File: config.mk
export PLATFORM = sky130hd
export DESIGN_NAME = key_bitmap_to_midi_notes_core
export DESIGN_NICKNAME = d
export VERILOG_FILES = /design/src/kbmn_pkg.sv /design/src/kbmn_cfg.sv /design/src/kbmn_ctrl.sv /design/src/kbmn_dp.sv /design/src/key_bitmap_to_midi_notes_core.sv
export SDC_FILE = /design/constraint.sdc
export NUM_CORES = 1
export LEC_CHECK = 0
export ABC_AREA = 1
export BUFFER_PORTS_ARGS = -buffer_cell sky130_fd_sc_hd__buf_4
export CORE_ASPECT_RATIO = 0.9
export CORE_MARGIN = 2
export CORE_UTILIZATION = 51
export DETAILED_ROUTE_END_ITERATION = 12
export GPL_ROUTABILITY_DRIVEN = 0
export PLACE_DENSITY = 0.72
export SLEW_MARGIN = 20
export SYNTH_ARGS = -nofsm -noshare
export SYNTH_HDL_FRONTEND = slang
export SYNTH_SLANG_ARGS = --single-unit
File: constraint.sdc
create_clock -name clk -period 9.6 [get_ports clk]
set_input_delay 0.48 -clock clk [delete_from_list [all_inputs] [get_ports clk]]
set_output_delay 0.48 -clock clk [all_outputs]
set_load 0.01 [all_outputs]
File: src/kbmn_pkg.sv
`default_nettype none

package kbmn_pkg;

	localparam int KEYS_IN_W   = 17;
	localparam int OCT_W       = 4;
	localparam int VEL_W       = 7;
	localparam int CHAN_W      = 4;
	localparam int NOTE_W      = 7;
	localparam int NOTE_SUM_W  = 8;
	localparam int KEY_IDX_W   = 5;
	localparam int CFG_IDX_W   = 2;
	localparam int CFG_DATA_W  = 8;
	localparam int IN_TDATA_W  = 24;
	localparam int OUT_TDATA_W = 24;

	localparam logic [OCT_W-1:0]      OCTAVE_RESET   = OCT_W'(3);
	localparam logic [OCT_W-1:0]      OCTAVE_MAX     = OCT_W'(8);
	localparam logic [VEL_W-1:0]      VELOCITY_RESET = VEL_W'(100);
	localparam logic [VEL_W-1:0]      VELOCITY_MIN   = VEL_W'(1);
	localparam logic [CHAN_W-1:0]     CHANNEL_RESET  = CHAN_W'(0);
	localparam logic [NOTE_SUM_W-1:0] SEMITONES      = NOTE_SUM_W'(12);
	localparam logic [NOTE_SUM_W-1:0] NOTE_MAX       = NOTE_SUM_W'(127);

	typedef enum logic [CFG_IDX_W-1:0] {
		CFG_OCTAVE   = 2'd0,
		CFG_VELOCITY = 2'd1,
		CFG_CHANNEL  = 2'd2
	} cfg_idx_t;

	// register values as used by the datapath, already clamped
	typedef struct packed {
		logic [OCT_W-1:0]  octave;
		logic [VEL_W-1:0]  velocity;
		logic [CHAN_W-1:0] channel;
	} cfg_t;

	typedef struct packed {
		logic load;
		logic advance;
		logic emit;
	} dp_cmd_t;

	typedef struct packed {
		logic pending_empty;
		logic cur_changed;
		logic slot_free;
	} dp_stat_t;

endpackage

`default_nettype wire

File: src/kbmn_cfg.sv
`default_nettype none

module kbmn_cfg (
	input  wire logic                             clk,
	input  wire logic                             arst_n,
	input  wire logic                             cfg_valid,
	output logic                                  cfg_ready,
	input  wire logic [kbmn_pkg::CFG_IDX_W-1:0]   cfg_index,
	input  wire logic [kbmn_pkg::CFG_DATA_W-1:0]  cfg_data,
	output kbmn_pkg::cfg_t                        cfg
);
	import kbmn_pkg::*;

	logic [OCT_W-1:0]  octave_q;
	logic [VEL_W-1:0]  velocity_q;
	logic [CHAN_W-1:0] channel_q;

	assign cfg_ready = 1'b1;

	always_ff @(posedge clk or negedge arst_n) begin
		if (!arst_n) begin
			octave_q   <= OCTAVE_RESET;
			velocity_q <= VELOCITY_RESET;
			channel_q  <= CHANNEL_RESET;
		end else if (cfg_valid) begin
			case (cfg_index)
				CFG_OCTAVE:   octave_q   <= cfg_data[OCT_W-1:0];
				CFG_VELOCITY: velocity_q <= cfg_data[VEL_W-1:0];
				CFG_CHANNEL:  channel_q  <= cfg_data[CHAN_W-1:0];
				default: ;
			endcase
		end
	end

	// out-of-range octave acts as the top octave, zero velocity as one
	assign cfg.octave   = (octave_q > OCTAVE_MAX) ? OCTAVE_MAX : octave_q;
	assign cfg.velocity = (velocity_q == '0) ? VELOCITY_MIN : velocity_q;
	assign cfg.channel  = channel_q;

endmodule

`default_nettype wire

File: src/kbmn_ctrl.sv
`default_nettype none

module kbmn_ctrl (
	input  wire logic               clk,
	input  wire logic               arst_n,
	input  wire logic               in_valid,
	output logic                    in_ready,
	input  wire kbmn_pkg::dp_stat_t stat,
	output kbmn_pkg::dp_cmd_t       cmd
);
	import kbmn_pkg::*;

	typedef enum logic {
		ST_IDLE,
		ST_SCAN
	} state_t;

	state_t state_q;

	always_ff @(posedge clk or negedge arst_n) begin
		if (!arst_n) begin
			state_q <= ST_IDLE;
		end else begin
			case (state_q)
				ST_IDLE: if (in_valid) state_q <= ST_SCAN;
				ST_SCAN: if (stat.pending_empty) state_q <= ST_IDLE;
				default: state_q <= ST_IDLE;
			endcase
		end
	end

	always_comb begin
		cmd      = '0;
		in_ready = 1'b0;
		case (state_q)
			ST_IDLE: begin
				in_ready = 1'b1;
				cmd.load = in_valid;
			end
			ST_SCAN: begin
				// a changed key waits here until the output slot frees up
				if (!stat.pending_empty) begin
					if (stat.cur_changed) begin
						cmd.emit    = stat.slot_free;
						cmd.advance = stat.slot_free;
					end else begin
						cmd.advance = 1'b1;
					end
				end
			end
			default: ;
		endcase
	end

endmodule

`default_nettype wire

File: src/kbmn_dp.sv
`default_nettype none

module kbmn_dp #(
	parameter int NUM_KEYS = 17
) (
	input  wire logic                              clk,
	input  wire logic                              arst_n,
	input  wire kbmn_pkg::cfg_t                    cfg,
	input  wire kbmn_pkg::dp_cmd_t                 cmd,
	output kbmn_pkg::dp_stat_t                     stat,
	input  wire logic [kbmn_pkg::KEYS_IN_W-1:0]    pressed_keys,
	input  wire logic                              shift_held,
	output logic                                   out_valid,
	input  wire logic                              out_ready,
	output logic [kbmn_pkg::OUT_TDATA_W-1:0]       out_data,
	output logic                                   out_note_on,
	output logic                                   out_last
);
	import kbmn_pkg::*;

	localparam int KEY_W = (NUM_KEYS > 1) ? $clog2(NUM_KEYS) : 1;

	logic [NUM_KEYS-1:0] scan_keys;
	logic [NUM_KEYS-1:0] held_q;
	logic [NUM_KEYS-1:0] pending_q;
	logic [NUM_KEYS-1:0] pending_rest;
	logic [KEY_W-1:0]    key_q;
	logic                shift_q;

	logic [NOTE_W-1:0]   note_mem [NUM_KEYS];
	logic [CHAN_W-1:0]   chan_mem [NUM_KEYS];

	logic [NOTE_SUM_W-1:0] note_sum;
	logic [NOTE_W-1:0]     new_note;
	logic                  cur_on;

	logic                  out_valid_q;
	logic                  out_on_q;
	logic                  out_last_q;
	logic [CHAN_W-1:0]     out_chan_q;
	logic [NOTE_W-1:0]     out_note_q;
	logic [VEL_W-1:0]      out_vel_q;
	logic [KEY_IDX_W-1:0]  out_key_q;

	// keys beyond the keyboard are dropped, missing ones read as released
	if (NUM_KEYS <= KEYS_IN_W) begin : g_trim
		assign scan_keys = pressed_keys[NUM_KEYS-1:0];
	end else begin : g_pad
		assign scan_keys = {{(NUM_KEYS-KEYS_IN_W){1'b0}}, pressed_keys};
	end

	assign cur_on       = held_q[key_q];
	assign pending_rest = pending_q & ~(NUM_KEYS'(1) << key_q);

	assign note_sum = NOTE_SUM_W'(key_q) + NOTE_SUM_W'(cfg.octave) * SEMITONES
		+ (shift_q ? SEMITONES : '0);
	assign new_note = (note_sum > NOTE_MAX) ? NOTE_MAX[NOTE_W-1:0] : note_sum[NOTE_W-1:0];

	always_ff @(posedge clk or negedge arst_n) begin
		if (!arst_n) begin
			held_q    <= '0;
			pending_q <= '0;
			key_q     <= '0;
		end else if (cmd.load) begin
			held_q    <= scan_keys;
			pending_q <= scan_keys ^ held_q;
			key_q     <= '0;
		end else if (cmd.advance) begin
			pending_q <= pending_rest;
			key_q     <= key_q + KEY_W'(1);
		end
	end

	always_ff @(posedge clk) begin
		if (cmd.load) shift_q <= shift_held;
	end

	always_ff @(posedge clk) begin
		if (cmd.emit && cur_on) begin
			note_mem[key_q] <= new_note;
			chan_mem[key_q] <= cfg.channel;
		end
	end

	always_ff @(posedge clk or negedge arst_n) begin
		if (!arst_n) begin
			out_valid_q <= 1'b0;
		end else if (cmd.emit) begin
			out_valid_q <= 1'b1;
		end else if (out_ready) begin
			out_valid_q <= 1'b0;
		end
	end

	// note-off takes the note and channel stored at its note-on
	always_ff @(posedge clk) begin
		if (cmd.emit) begin
			out_on_q   <= cur_on;
			out_last_q <= (pending_rest == '0);
			out_chan_q <= cur_on ? cfg.channel : chan_mem[key_q];
			out_note_q <= cur_on ? new_note : note_mem[key_q];
			out_vel_q  <= cur_on ? cfg.velocity : '0;
			out_key_q  <= KEY_IDX_W'(key_q);
		end
	end

	assign stat.pending_empty = (pending_q == '0);
	assign stat.cur_changed   = pending_q[key_q];
	assign stat.slot_free     = !out_valid_q || out_ready;

	assign out_valid   = out_valid_q;
	assign out_note_on = out_on_q;
	assign out_last    = out_last_q;
	assign out_data    = {1'b0, out_key_q, out_vel_q, out_note_q, out_chan_q};

endmodule

`default_nettype wire

File: src/key_bitmap_to_midi_notes_core.sv
// Turns key scans into note events. Each beat on s_axis is one scan of the
// key bitmap plus the shift flag; every key that changed since the previous
// scan gives one beat on m_axis, in ascending key order, note-on for a new
// press and note-off (stored note and channel, velocity zero) for a release,
// with tlast on the final event of the scan. A scan with no change gives no
// beat. A key counter steps through the keyboard one key per cycle past the
// note store, up to the highest changed key, holding on a changed key while
// m_axis stalls a pending event. The next scan is taken as soon as the
// counter is done, even while the last event still waits in the output
// register. Register writes are taken in any cycle and are meant to be made
// between scans.
`default_nettype none

module key_bitmap_to_midi_notes_core #(
	parameter int NUM_KEYS = 17
) (
	input  wire logic                                clk,
	input  wire logic                                arst_n,
	input  wire logic                                cfg_valid,
	output logic                                     cfg_ready,
	input  wire logic [kbmn_pkg::CFG_IDX_W-1:0]      cfg_index,
	input  wire logic [kbmn_pkg::CFG_DATA_W-1:0]     cfg_data,
	input  wire logic                                s_axis_tvalid,
	output logic                                     s_axis_tready,
	// pressed_keys [16:0], zero [23:17]
	input  wire logic [kbmn_pkg::IN_TDATA_W-1:0]     s_axis_tdata,
	// shift_held
	input  wire logic                                s_axis_tuser,
	output logic                                     m_axis_tvalid,
	input  wire logic                                m_axis_tready,
	// event_channel [3:0], note_number [10:4], event_velocity [17:11],
	// key_index [22:18], zero [23]
	output logic [kbmn_pkg::OUT_TDATA_W-1:0]         m_axis_tdata,
	// is_note_on
	output logic                                     m_axis_tuser,
	// last_event
	output logic                                     m_axis_tlast
);
	import kbmn_pkg::*;

	cfg_t     cfg;
	dp_cmd_t  cmd;
	dp_stat_t stat;

	kbmn_cfg u_cfg (
		.clk       (clk),
		.arst_n    (arst_n),
		.cfg_valid (cfg_valid),
		.cfg_ready (cfg_ready),
		.cfg_index (cfg_index),
		.cfg_data  (cfg_data),
		.cfg       (cfg)
	);

	kbmn_ctrl u_ctrl (
		.clk      (clk),
		.arst_n   (arst_n),
		.in_valid (s_axis_tvalid),
		.in_ready (s_axis_tready),
		.stat     (stat),
		.cmd      (cmd)
	);

	kbmn_dp #(
		.NUM_KEYS (NUM_KEYS)
	) u_dp (
		.clk          (clk),
		.arst_n       (arst_n),
		.cfg          (cfg),
		.cmd          (cmd),
		.stat         (stat),
		.pressed_keys (s_axis_tdata[KEYS_IN_W-1:0]),
		.shift_held   (s_axis_tuser),
		.out_valid    (m_axis_tvalid),
		.out_ready    (m_axis_tready),
		.out_data     (m_axis_tdata),
		.out_note_on  (m_axis_tuser),
		.out_last     (m_axis_tlast)
	);

	// one scan at a time: the counter is busy right after a scan is taken
	a_scan_busy: assert property (@(posedge clk) disable iff (!arst_n)
		s_axis_tvalid && s_axis_tready |=> !s_axis_tready)
		else $error("scan taken while previous scan still in progress");

	a_off_velocity: assert property (@(posedge clk) disable iff (!arst_n)
		m_axis_tvalid && !m_axis_tuser |-> m_axis_tdata[17:11] == '0)
		else $error("note-off with nonzero velocity");

	a_on_velocity: assert property (@(posedge clk) disable iff (!arst_n)
		m_axis_tvalid && m_axis_tuser |-> m_axis_tdata[17:11] != '0)
		else $error("note-on with zero velocity");

	a_emit_in_scan: assert property (@(posedge clk) disable iff (!arst_n)
		cmd.emit |-> !s_axis_tready && stat.cur_changed && stat.slot_free)
		else $error("event emitted outside a scan or into a full slot");

endmodule

`default_nettype wire
======== After elaboration in Yosys (flattened, before gate mapping) ========
Memory sizes are Yosys's and may differ from the RTL's. A register that Yosys moved wholly into a read port is not among the register bits.
Cells that the tools add are included.
operators by class
  reduce and logical (&&, ||, !) cells .... 13
  order comparisons ....................... 3
  multiply operators ...................... 1
  add/subtract/negate cells ............... 3
  shift operators ......................... 1
  mux-type cells .......................... 25
  bitwise logic cells ..................... 5
  equality and inequality tests ........... 2
operators with widths
  kind                                                            count
  logical NOT 17 bit                                              2
  2-to-1 mux 17 bit                                               2
  AND 17 bit                                                      1
  NOT 17 bit                                                      1
  left shift 1 x 5 -> 17 bit (first input constant)               1
  XOR 17 bit                                                      1
  2-to-1 mux 1 bit                                                13
  binary-select mux 1 bit (select 5 bit)                          2
  2-to-1 mux 5 bit                                                2
  adder 5 x 8 -> 8 bit                                            1
  adder 8 bit                                                     1
  greater-than comparator 8 x 7 -> 1 bit (second input constant)  1
  2-to-1 mux 4 bit                                                2
  logical NOT 7 bit                                               1
  2-to-1 mux 7 bit                                                1
  less-than comparator 5 x 6 -> 1 bit (second input constant)     1
  multiplier 4 x 2 -> 6 bit (second input constant)               1
  AND reduction 2 bit                                             3
  adder 5 x 1 -> 5 bit (second input constant)                    1
  greater-than comparator 4 bit (second input constant)           1
  2-to-1 mux 2 bit                                                2
  nonzero test 2 bit                                              2
  equality test 2 x 1 -> 1 bit (second input constant)            1
  equality test 2 bit (second input constant)                     1
  other kinds (7)                                                 8
word-level totals
  output and inout port bits .............. 29
  memories ................................ 2
  RAM bits ................................ 187
  logic and storage cells ................. 69
  register bits ........................... 71
  input bits .............................. 40
memory list
  memory         words  bits a word  read ports  clocked after memory_dff  write ports  line           text
  u_dp.note_mem  17     7            1           1                         1            kbmn_dp.sv:30  logic [NOTE_W-1:0] note_mem [NUM_KEYS];
  u_dp.chan_mem  17     4            1           1                         1            kbmn_dp.sv:31  logic [CHAN_W-1:0] chan_mem [NUM_KEYS];

======== Depth between registers and ports, before layout ========
  word-level depth ........................ 8
  mapped depth ............................ 16
  mapped depth without buffers ............ 16

======== By module ========
Synthesis repeated with hierarchy kept, for this count alone.
unflattened totals
  cells, all modules ...................... 1169
  area, all modules ....................... 12246.7 um^2
by module, submodules not included
  module     area an instance (um^2)  instances  cells an instance  seq. area each (um^2)
  kbmn_dp    11458.5                  1          1072               7397.1
  kbmn_cfg   721.9                    1          85                 381.6
  kbmn_ctrl  66.3                     1          12                 25.0

======== Least setup slack after synthesis ========
Ideal clock, no wire load.
  path kind ............................... reg-to-reg
  start ................................... register, netlist name u_cfg.octave_q[1]
  end ..................................... register u_dp.out_note_q[5] (read register of u_dp.note_mem) (data pin)
  period minus slack after synthesis ...... 3486 ps
  required time ........................... 9343 ps
  path buffers ............................ 0
  library setup time ...................... 257 ps
  cell stages (with the launch flop) ...... 16
  arrival time ............................ 3229 ps
  slack ................................... 6114 ps
  cells stage by stage .................... dfstp_2 -> nand2_1 -> inv_1 -> ha_1 -> inv_1 -> fa_1 -> inv_1 -> ha_1 -> fa_1 -> nand2_1 -> inv_1 -> o21ai_2 -> xor2_2 -> o21ai_0 -> nand2_1 -> nand2_1
RTL lines
  item              line           text
  end: declaration  kbmn_dp.sv:41  logic [NOTE_W-1:0] out_note_q;

==> qor.yml <==
critical_path:
  cp_common_cell: "inv_1"
  start_kind: "flop"
  crit_chain: "inv_1 -> nand2_1 -> inv_1 -> ha_1 -> inv_1 -> fa_1 -> inv_1 -> ha_1 -> fa_1 -> nand2_1 -> inv_1 -> o21ai_2 -> xor2_2 -> nand3_1 -> nand2_1 -> nand2_1"
  arrival_ns: 4.40
  r2r_start: "u_cfg.octave_q[3]"
  critPathMaxFanout: 18
  cp_num_buf_inv: 5
  reg2reg_slack_ns: 5.48
  cpPeakStageDelay_ns: 0.62
  end_kind: "flop"
  path_delay_family: "adder cells"
  worstPathRequired_ns: 9.88
  r2r-end: "u_dp.out_note_q[6]"
  cpMaxStageDelayCell: "nand3_1"
  critical_path.endpoint: "u_dp.out_note_q[6]"
  path_depth: 16
  reg2regPathDepth: 16
  crit_type: "reg -> reg"
  cp-startpoint: "u_cfg.octave_q[3]"
grt:
  grt_max_degree: 105
  gr-total-overflow: 0
  grt_pass1_vias: 8039
  antenna_found_initial: 0
  track_usage: 0.223
  grt_pass1_wl_um: 44000
sta:
  min_period_over_period: 0.429
  skew_ns: 0.0104
  relSlewSlack: 0.260
  fin_ws_ns: 5.48
  setup-tns-final_ns: 0
  min_period_ns: 4.12
  setup_violations: 0
  worst_pin_slew_ns: 1.11
  maxSlewViolCount: 0
  rsz0062_at_grt: "false"
  fmax_mhz: 243
  finalHoldViolCount: 0
clock_tree:
  htree_levels: 1
  cts.sinks: 269
  clk_latency_ns: 0.54
  clk_pin_slew_ns: 0.06
  ctsRootBufferMaster: "clkbuf_16"
  cts_tree: "done"
  cts_buffers: 28
  cts_resized: 0
  cts_setup_buffers: 0
  postCtsHoldBufs: 0
  cts_buffer_depth: 3
floorplanning:
  pin_count: 69
  rows: 53
  coreArea_um2: 23400
  dieArea_um2: 25100
  die_x_um: 167
  dieHeight_um: 151
  initial_utilization: 0.520
placement:
  placedCellCount: 1477
  place_area_um2: 12700
  dp_hpwl_um: 17400
  place_ws_ns: 5.54
  port-buffer-count: 58
synthesis:
  ys_warn_count: 0
  netlist_area_um2: 12200
  synthCells: 1173
  syn-num-nets: 1229
  seq_area_frac_synth: 0.641
  yosys.cell_types.count: 39
  ys_ff_latch: 269
  synth.avg_cell_area_um2: 10.4
run_status:
  status: "complete, no violations"
route:
  detail_route.wl_per_cell_um: 18.6
  ant_nets: 0
  routed_wl_um: 28500
  drc: 0
  via_per_inst: 5.64
  drt_pass1_iterations: 5
  drtIter0Drc: 920
  vias: 8619
worst_hold_path:
  min_path_type: "in -> async"
pwr:
  vdd_drop_max_v: 0.000410
  power.density_nw_per_um2: 353
  p_leak_nw: 5.45
cells_and_area:
  nets: 1261
  fin_cells: 1529
  synthToLayoutAreaGrowth_pct: 12.7
  most-common-layout-cells: "nand2_1, edfxtp_1, nor2_1"
  fin_area_um2: 13700
  antenna_cells: 0
  final_common_cell: "nand2_1"
  drive_above_1_share: 0.117
flow_run:
  maxCapViolations: 0
-- routing by layer --
layer  routed length, um  share of wire  global-route usage
met1               12000           0.42               0.318
met3                2390          0.084              0.0379
met4                 542          0.019              0.0552
met2               13500           0.47               0.362
met5                   0              0                   0
-- per-stage QoR --
step	hold slack (ns)	power, mW	util
3_3_place_gp	0.472	3.63	0.544
4_1_cts	0.0351	4.84	0.586
6_report	0.00181	4.84	0.586
2_1_floorplan	0.184	3.09	-
3_5_place_dp	0.475	3.70	0.544
5_1_grt	0.0553	5.13	0.586
-- kinds of logic after synthesis --
group | share of synthesized area
DFF | 0.641
AOI/OAI and AO/OA | 0.0959
adders and majority gates | 0.0189
muxes | 0.00185
and+or+nand+nor | 0.169
xor gates and xnor gates | 0.0157
buffers and inverters | 0.0567
other | 0.000617
-- power breakdown --
part / internal (mW) / switching, mW
clock: 0.709 / 0.437
sequential: 1.68 / 0.135
combinational: 0.541 / 1.34
total: 2.93 / 1.91
-- registers in the layout (all words and copies together) (netlist names) --
| register | flops |
|---|---|
| u_cfg.octave_q | 4 |
| u_cfg.channel_q | 4 |
| u_dp.chan_mem | 68 |
| u_dp.shift_q | 1 |
| u_dp.out_key_q | 5 |
| u_dp.key_q | 5 |
| u_dp.out_note_q | 7 |
| u_dp.out_note_on | 1 |
| u_dp.note_mem | 119 |
| u_dp.out_last | 1 |
| u_dp.out_vel_q | 7 |
| u_ctrl.state_q | 1 |
| u_dp.pending_q | 17 |
| u_cfg.velocity_q | 7 |
| u_dp.out_valid | 1 |
| u_dp.held_q | 17 |
| u_dp.out_chan_q | 4 |
-- final cells by class --
class / count / area, um2
well taps: 302 / 378
clock inverters: 13 / 191
repair buffers: 67 / 503
multi-input cells: 746 / 3700
clock buffers: 39 / 793
inverters: 93 / 352
flip-flops and latches: 269 / 7810
fillers: 1909 / 9680
-- worst register-to-register path, stage by stage (launching register included) --
cell and delay [ns]:
dfrtp_1 0.40, inv_1 0.13, nand2_1 0.11, inv_1 0.10, ha_1 0.17, inv_1 0.06, fa_1 0.50, inv_1 0.06
ha_1 0.34, fa_1 0.48, nand2_1 0.08, inv_1 0.06, o21ai_2 0.14, xor2_2 0.31, nand3_1 0.62, nand2_1 0.25
nand2_1 0.06
-- worst min path at each step --
stage                   startpoint                  end  slack (ns)  cells past startpoint
6_report                    arst_n  u_cfg.velocity_q[3]       0.002                      1
5_1_grt                     arst_n  u_cfg.velocity_q[3]        0.06                      1
4_1_cts                     arst_n  u_cfg.velocity_q[3]        0.04                      1
3_5_place_dp   u_cfg.velocity_q[1]  u_cfg.velocity_q[1]        0.47                      2
3_3_place_gp   u_cfg.velocity_q[1]  u_cfg.velocity_q[1]        0.47                      2
2_1_floorplan               arst_n   u_cfg.channel_q[0]        0.18                      0
-- synth_stat cells --
library cell / n / share of area
nand2_1: 273 / 0.084
edfxtp_1: 213 / 0.53
inv_4: 1 / 0.00051
xor2_1: 7 / 0.0050
o21ai_0: 110 / 0.045
inv_2: 2 / 0.00062
or2_2: 1 / 0.00051
xnor2_1: 13 / 0.0094
nor4_1: 6 / 0.0031
conb_1: 2 / 0.00062
nor2_2: 2 / 0.0010
o22ai_1: 22 / 0.011
nor4_2: 1 / 0.0010
o21ai_2: 1 / 0.00072
a21o_1: 2 / 0.0012
nor2_1: 138 / 0.043
buf_6: 3 / 0.0028
dfrtp_1: 51 / 0.10
ha_1: 12 / 0.012
nand2_4: 2 / 0.0018
fa_1: 4 / 0.0066
a21boi_0: 22 / 0.014
nand4_1: 4 / 0.0021
buf_1: 4 / 0.0012
nand4_4: 1 / 0.0017
xor2_2: 1 / 0.0013
buf_4: 15 / 0.0092
o211ai_1: 22 / 0.014
mux2_2: 2 / 0.0018
o21ai_1: 13 / 0.0053
or2_1: 1 / 0.00051
inv_1: 90 / 0.028
dfstp_2: 5 / 0.011
buf_2: 13 / 0.0053
nand2_2: 1 / 0.00051
a21oi_1: 12 / 0.0049
nand3_1: 68 / 0.028
nand3_2: 3 / 0.0025
clkbuf_1: 30 / 0.0092
Note: power is estimated with default switching activity, not from simulation.
